## src/rtl/kssp_pkg.sv

```systemverilog
`timescale 1ns / 1ps
// ----------------------------------------------------------------------------
// kssp_pkg
// Shared types and constants for the shared-pool multi-stack block.
// ----------------------------------------------------------------------------
package kssp_pkg;

  // Pool geometry
  localparam int CAPACITY   = 16;
  localparam int NUM_STACKS = 4;

  // Field widths fixed by the interface
  localparam int SID_W  = 2;
  localparam int DATA_W = 32;

  // Slot index, and link pointer wide enough to hold the null link (CAPACITY)
  localparam int IDX_W  = $clog2(CAPACITY);
  localparam int LINK_W = $clog2(CAPACITY + 1);
  localparam int HIDX_W = (NUM_STACKS > 1) ? $clog2(NUM_STACKS) : 1;

  localparam logic [LINK_W-1:0] NIL_LINK = LINK_W'(CAPACITY);

  typedef logic [LINK_W-1:0] link_t;

  // Request opcodes
  typedef enum logic {
    MODE_PUSH = 1'b0,
    MODE_POP  = 1'b1
  } mode_t;

  // Result status codes
  typedef enum logic [1:0] {
    ST_OK       = 2'd0,
    ST_OVERFLOW = 2'd1,
    ST_EMPTY    = 2'd2,
    ST_RSVD     = 2'd3
  } status_t;

  // Request sequencer
  typedef enum logic {
    S_IDLE = 1'b0,
    S_EXEC = 1'b1
  } state_t;

  // Any pointer at or above CAPACITY terminates a list
  function automatic logic is_nil(input link_t link);
    is_nil = (link >= NIL_LINK);
  endfunction

endpackage

```

## src/rtl/k_stacks_shared_pool.sv

```systemverilog
`timescale 1ns / 1ps
// ----------------------------------------------------------------------------
// k_stacks_shared_pool
// Several LIFO stacks kept as linked lists in one slot pool with a free list.
// ----------------------------------------------------------------------------
//  channel | handshake              | payload
//  --------+------------------------+-------------------------------------------
//  in      | in_valid / in_stall    | mode, stack_id, push_value
//  out     | out_valid / out_stall  | status, pop_value, pool_full, stack_now_empty
//
// On accept a request reads the link and data memories at the free-list head
// (push) or stack head (pop); in S_EXEC it resolves the dependent link and
// writes the memories and head pointers back.
// in_stall is high in S_EXEC, and holds there while the result
// register is occupied and stalled. A finished result waits in the output
// register while the next request is taken. Reset is synchronous: no
// clearing pass, link entries are valid-tracked and read as i+1 until written.
module k_stacks_shared_pool
  import kssp_pkg::*;
(
  input  logic                     clk,
  input  logic                     rst,
  // request channel
  input  logic                     in_valid,
  output logic                     in_stall,
  input  logic                     mode,
  input  logic [SID_W-1:0]         stack_id,
  input  logic signed [DATA_W-1:0] push_value,
  // result channel
  output logic                     out_valid,
  input  logic                     out_stall,
  output logic [1:0]               status,
  output logic signed [DATA_W-1:0] pop_value,
  output logic                     pool_full,
  output logic                     stack_now_empty
);

  // Slot memories
  logic [DATA_W-1:0] data_mem [CAPACITY];
  link_t             link_mem [CAPACITY];
  logic [CAPACITY-1:0] link_vld;

  // Head pointers
  link_t stack_head [NUM_STACKS];
  link_t free_head;

  // Latched request and registered memory reads
  state_t            state, state_next;
  logic              req_mode;
  logic [HIDX_W-1:0] req_hidx;
  logic              req_sid_ok;
  logic [DATA_W-1:0] req_val;
  link_t             req_ptr;
  link_t             rd_link;
  logic              rd_vld;
  logic [DATA_W-1:0] rd_data;

  // Control
  logic in_fire;
  logic exec_fire;

  // Execute-cycle results
  link_t             link_eff;
  link_t             head_cur;
  link_t             head_new;
  link_t             free_next;
  link_t             wr_link;
  logic              wr_en;
  logic              data_wr_en;
  status_t           st_next;
  logic [DATA_W-1:0] popped;
  logic              empty_next;

  // Accept-cycle selection
  logic [HIDX_W-1:0] sid_idx;
  link_t             sel_ptr;
  logic [IDX_W-1:0]  sel_idx;
  logic [IDX_W-1:0]  req_idx;

  assign sid_idx = stack_id[HIDX_W-1:0];
  assign sel_ptr = (mode_t'(mode) == MODE_PUSH) ? free_head : stack_head[sid_idx];
  assign sel_idx = sel_ptr[IDX_W-1:0];
  assign req_idx = req_ptr[IDX_W-1:0];
  assign in_fire = in_valid && !in_stall;

  // Sequencer: next state
  always_comb begin
    state_next = state;
    unique case (state)
      S_IDLE: if (in_fire) state_next = S_EXEC;
      S_EXEC: if (exec_fire) state_next = S_IDLE;
      default: state_next = S_IDLE;
    endcase
  end

  // Sequencer: outputs
  always_comb begin
    in_stall  = 1'b0;
    exec_fire = 1'b0;
    unique case (state)
      S_IDLE: in_stall = 1'b0;
      S_EXEC: begin
        in_stall  = 1'b1;
        exec_fire = !out_valid || !out_stall;
      end
      default: in_stall = 1'b1;
    endcase
  end

  always_ff @(posedge clk) begin
    if (rst) begin
      state <= S_IDLE;
    end else begin
      state <= state_next;
    end
  end

  // Latch request on accept
  always_ff @(posedge clk) begin
    if (in_fire) begin
      req_mode   <= mode;
      req_hidx   <= sid_idx;
      req_sid_ok <= (32'(stack_id) < NUM_STACKS);
      req_val    <= push_value;
      req_ptr    <= sel_ptr;
    end
  end

  // Data memory: read on accept, write on a successful push
  always_ff @(posedge clk) begin
    if (in_fire) begin
      rd_data <= data_mem[sel_idx];
    end
    if (exec_fire && data_wr_en) begin
      data_mem[req_idx] <= req_val;
    end
  end

  // Link memory: read on accept, write back in the execute cycle
  always_ff @(posedge clk) begin
    if (in_fire) begin
      rd_link <= link_mem[sel_idx];
    end
    if (exec_fire && wr_en) begin
      link_mem[req_idx] <= wr_link;
    end
  end

  // Link valid bits: an unwritten entry reads as its reset chain value
  always_ff @(posedge clk) begin
    if (rst) begin
      link_vld <= '0;
      rd_vld   <= 1'b0;
    end else begin
      if (in_fire) begin
        rd_vld <= link_vld[sel_idx];
      end
      if (exec_fire && wr_en) begin
        link_vld[req_idx] <= 1'b1;
      end
    end
  end

  // Execute: unlink / relink with the link just read
  always_comb begin
    link_eff   = rd_vld ? rd_link : (req_ptr + link_t'(1));
    head_cur   = stack_head[req_hidx];
    head_new   = head_cur;
    free_next  = free_head;
    wr_link    = head_cur;
    wr_en      = 1'b0;
    data_wr_en = 1'b0;
    st_next    = ST_OK;
    popped     = '0;
    if (!req_sid_ok) begin
      st_next = ST_EMPTY;
    end else if (mode_t'(req_mode) == MODE_PUSH) begin
      if (is_nil(free_head)) begin
        st_next = ST_OVERFLOW;
      end else begin
        free_next  = link_eff;
        head_new   = req_ptr;
        wr_link    = head_cur;
        wr_en      = 1'b1;
        data_wr_en = 1'b1;
      end
    end else begin
      if (is_nil(head_cur)) begin
        st_next = ST_EMPTY;
      end else begin
        head_new  = link_eff;
        free_next = req_ptr;
        wr_link   = free_head;
        wr_en     = 1'b1;
        popped    = rd_data;
      end
    end
    empty_next = !req_sid_ok || is_nil(head_new);
  end

  // Head pointers
  always_ff @(posedge clk) begin
    if (rst) begin
      for (int i = 0; i < NUM_STACKS; i++) begin
        stack_head[i] <= NIL_LINK;
      end
      free_head <= '0;
    end else if (exec_fire) begin
      free_head <= free_next;
      if (req_sid_ok) begin
        stack_head[req_hidx] <= head_new;
      end
    end
  end

  // Result register
  always_ff @(posedge clk) begin
    if (rst) begin
      out_valid <= 1'b0;
    end else if (exec_fire) begin
      out_valid <= 1'b1;
    end else if (!out_stall) begin
      out_valid <= 1'b0;
    end
  end

  always_ff @(posedge clk) begin
    if (exec_fire) begin
      status          <= st_next;
      pop_value       <= popped;
      pool_full       <= is_nil(free_next);
      stack_now_empty <= empty_next;
    end
  end

  // Checks
  a_busy_after_accept: assert property (@(posedge clk) disable iff (rst)
    in_fire |=> in_stall)
    else $error("request accepted without entering execute cycle");

  a_overflow_full: assert property (@(posedge clk) disable iff (rst)
    (out_valid && status == ST_OVERFLOW) |-> pool_full)
    else $error("overflow reported with free slots left");

  a_empty_result: assert property (@(posedge clk) disable iff (rst)
    (out_valid && status == ST_EMPTY) |-> (pop_value == '0 && stack_now_empty))
    else $error("empty result carries data or nonempty stack");

  a_no_rsvd_status: assert property (@(posedge clk) disable iff (rst)
    exec_fire |-> (st_next != ST_RSVD))
    else $error("reserved status code produced");

endmodule
```

## config.mk

```make
export PLATFORM = sky130hd
export DESIGN_NAME = k_stacks_shared_pool
export DESIGN_NICKNAME = d
export VERILOG_FILES = /design/src/rtl/kssp_pkg.sv /design/src/rtl/k_stacks_shared_pool.sv
export SDC_FILE = /design/constraint.sdc
export NUM_CORES = 1
export LEC_CHECK = 0
export ABC_CLOCK_PERIOD_IN_PS = 7220
export BUFFER_PORTS_ARGS = -buffer_cell sky130_fd_sc_hd__clkbuf_2
export CELL_PAD_IN_SITES_DETAIL_PLACEMENT = 1
export CELL_PAD_IN_SITES_GLOBAL_PLACEMENT = 1
export CORE_AREA = 2 2 330 234
export DETAILED_ROUTE_END_ITERATION = 10
export DIE_AREA = 0 0 332 236
export HOLD_SLACK_MARGIN = 0.12
export PLACE_DENSITY_LB_ADDON = 0.1
export SETUP_SLACK_MARGIN = 0.15
export SLEW_MARGIN = 30
export SYNTH_ARGS = -nofsm -noshare
export SYNTH_HDL_FRONTEND = slang
export SYNTH_SLANG_ARGS = --single-unit
```

## constraint.sdc

```tcl
create_clock -name clk -period 7.22 [get_ports clk]
set_input_delay 0.361 -clock clk [delete_from_list [all_inputs] [get_ports clk]]
set_output_delay 0.361 -clock clk [all_outputs]
set_load 0.005 [all_outputs]
```

==> summary.md <==
| Metric | Value |
|---|---|
| Initial drt markers | around 1100 |
| Setup_tns | 0 ps |
| Most numerous cell in the Yosys netlist | edfxtp_1 |
| Max VDD drop | around 0.00014 V |
| Status | complete, no violations |
| Die height | between 200 and 250 µm |
| Cells after Synth | about 1900 |
| Post-Synth Adder-Cell Area | 0.001680 |
| Post-Syn Area | ~30000 µm² |
| CP Data Required Time | ~7600 ps |
| WL/cell | around 25 µm |
| RSZ-0062 raised after global routing | false |
| CTS tree | yes |
| Synth top area share | 0.7310 |
| Switching power | approximately 2.2 mW |
| IO Pins | 77 |
| Fin crit period | between 3000 and 4000 ps |
| Delay-heaviest family, CP | buffers and inverters |
| Clk_skew | about 25 ps |
| Tot GR Track Use | 0.1970 |
| Synth Net Count | a little under 2000 |
| Cell Rows | 85 |
| Die Area | slightly below 80000 µm² |
| Root Driver | clkbuf_16 |
| Drt pass-1 iters | 5 |
| Relative slew slack | 0.3859 |
| Crit start category | input port |
| Critical path depth | 10 |
| Die Span X | ~330 µm |
| Clk_lat worst skew | between 600 and 700 ps |
| Synth Area in XOR/XNOR | 0.0008822 |
| Synthesis-to-layout area growth | 14.36% |
| Final worst slack | 3594 ps |
| Syn avg cell area | 15.59 µm² |
| Final HPWL DP | 39350 µm |
| Synth Area in Compound Gates | 0.01050 |
| Hold path depth | 1 |
| Post-synthesis mux area share | 0.1118 |
| Internal Power | around 7.3 mW |
| Crit path max fanout | 39 |
| Share of cells above drive strength 1 | 0.1368 |
| Combinational Power Share | 0.071 |
| Max Cap Viol | 0 |
| Final worst path period share | 0.5022 |
| Worst R2R Path Depth | 8 |
| Worst-path cell chain | dlygate4sd3_1 -> clkbuf_2 -> nand2_1 -> o221ai_4 -> buf_4 -> buf_4 -> mux2i_1 -> nand2_1 -> nand3_1 -> nand4_1 |
| DR vias/cell | between 5 and 6 |
| First-pass GRT wire length | about 110000 µm |
| Antenna-violating nets left | 0 |
| Setup CP Type | in2reg |
| Max Clk Rate | about 0.28 GHz |
| Yosys cell types | 55 |
| Initial antenna violation count | 1 |
| Sequential power share | 0.524 |
| Worst-case clock buffer depth | 3 |
| Top post-synthesis cells by area | edfxtp_1 73%, mux2i_1 10%, nand2_1 4.1% |
| Routability Congestion | slightly below 0.8 |
| Synth Flop Type | edfxtp_1 |
| Final Net Count | 2077 |
| Power share of the clock group | 0.405 |
| Final slew viol count | 0 |
| Largest family of logic cells by synthesized area | multiplexers |
| Ant diodes | 0 |
| Cell taking the most area after synthesis | edfxtp_1 |
| CTS H-tree depth | 3 |
| CTS buffer count | 77 |
| Critical Path End Type | flop |
| PortBufs | 76 |
| Sequential-to-total area share from yosys stat | 0.7484 |
| Clock sinks | around 750 |
| Pre-CTS setup slack | around 3300 ps |
| Post-synth top cells | 725 x edfxtp_1, 327 x nand2_1, 309 x mux2i_1, 152 x nand3_1, 61 x nor2_1 |
| Vias in the first global route | 16790 |
| Core Region | between 70000 and 80000 µm² |
| # DRC | 0 |
| Starting Density | 0.3933 |
| Synthesis Warnings | 0 |
| Final setup fails | 0 |
| Yosys reg bits | about 750 |
| Largest net degree at the start of global routing | 95 |
| Hold crit path type | in2reg |
| CP peak stage delay | between 600 and 700 ps |
| Arrival time at the worst endpoint | 4000 ps |
| Number of synthesized flops with an enable pin | approximately 730 |
| Slowest-stage cell, CP | buf_4 |
| Slew @ Worst Pin | around 920 ps |
| Global route total overflow | 0 |
| Sw Ratio | 0.2315 |
| WP buf/inv | 4 |
| Synth Area in Simple Gates | 0.1062 |
| Ys async rst share | 0 |
| Setup Fix Bufs, Post-CTS | 0 |
| Final WL | 76430 µm |
| Routed via count | approximately 16000 |
| Hold Fails Final Rpt | 0 |
| Clock Pin Slew Worst Setup and Hold Paths | around 60 ps |
| PwrDens | 279.4 nW/µm² |
| Leak Pwr | between 10 and 15 nW |
[power groups by stage]
stage / combinational (mW) / clock (mW) / sequential, mW
after global routing: 0.738 / 4.11 / 5.00
after CTS: 0.688 / 3.96 / 4.99
after floorplan: 0.456 / 0 / 5.04
after detailed placement: 0.670 / 0 / 5.08
final: 0.676 / 3.85 / 4.99
after global placement: 0.663 / 0 / 5.07
[layer usage]
| layer | track usage | wire length (µm) | share of wire |
|---|---|---|---|
| met5 | 0 | 0 | 0 |
| met2 | 0.3106 | 34910 | 0.46 |
| met4 | 0.04780 | 1669 | 0.022 |
| met3 | 0.03272 | 2810 | 0.037 |
| met1 | 0.2855 | 37040 | 0.48 |
[cell usage in the layout, fill, tap and decap left out, types with 5 or more instances in the layout]
master,instances
nor2_4,15
inv_1,10
clkbuf_1,14
clkbuf_16,79
and3_4,12
and2_1,33
dfxtp_1,26
clkinv_1,15
mux2i_1,309
o21ai_0,5
nand2b_1,13
nand2_1,327
buf_4,31
clkinv_2,13
nor2_2,15
edfxtp_1,725
nand3_1,152
dlygate4sd3_1,36
clkbuf_2,76
nand4_1,37
a21oi_1,6
nor2_1,49
[layout make-up]
cell class	count	area, µm²
Sequential cell	751	22290
Clock buffer	97	2085
Tap cell	1000	1251
Fill cell	7398	41660
Multi-Input combinational cell	1045	7056
Timing Repair Buffer	145	1013
Inverter	14	57.56
Clock inverter	38	306.5
[sequential cells by signal, summed over array words and instances (netlist names), named ones only]
signal	flops
data_mem	512
free_head	1
link_mem	80
link_vld	16
out_valid	1
pool_full	1
pop_value	32
rd_data	32
rd_link	5
rd_vld	1
req_hidx	2
req_mode	1
req_ptr	5
req_val	32
stack_head	20
stack_now_empty	1
state	1
status	2
[worst register-to-register path, delay by kind of cell, from the launching register on]
| family | cells | cell delay [ps] |
|---|---|---|
| compound gates | 1 | 580 |
| mux | 2 | 510 |
| flops | 1 | 380 |
| buf+inv | 2 | 1340 |
| simple gates | 3 | 320 |
[through the flow]
stage	area (µm²)	utilization	hold slack, ps	power (mW)	std cells
4_1_cts	34050	0.4496	149.6	9.633	3090
2_1_floorplan	29780	-	435.6	5.492	1911
6_report	34060	0.4498	183.6	9.516	3090
5_1_grt	34060	0.4498	184.1	9.847	3090
3_3_place_gp	31290	0.4133	450.0	5.736	2919
3_5_place_dp	31290	0.4133	455.5	5.750	2919
[worst paths after layout]
| kind | start | endpoint | slack (ps) |
|---|---|---|---|
| worst min register to register | link_vld[13] | link_vld[13] | 470 |
| worst max register to register | stack_head[0][1] | rd_data[10] | 3820 |
| worst min-delay path | stack_id[1] | req_hidx[1] | 180 |
| worst max-delay path | mode | rd_data[10] | 3590 |
[cells by family after synthesis]
logic type | after synthesis
DFF | 751
and+or+nand+nor | 678
muxes | 321
buffers and inverters | 115
AOI/OAI and AO/OA | 39
adders and majority gates | 4
xor gates and xnor gates | 3
[what timing repair did]
item,in CTS,in global routing
gates resized for setup,0,0
hold buffers,36,0
setup endpoints to repair,0,0
endpoints found under the hold margin,37,0
Power figures use the tool's default switching activity.
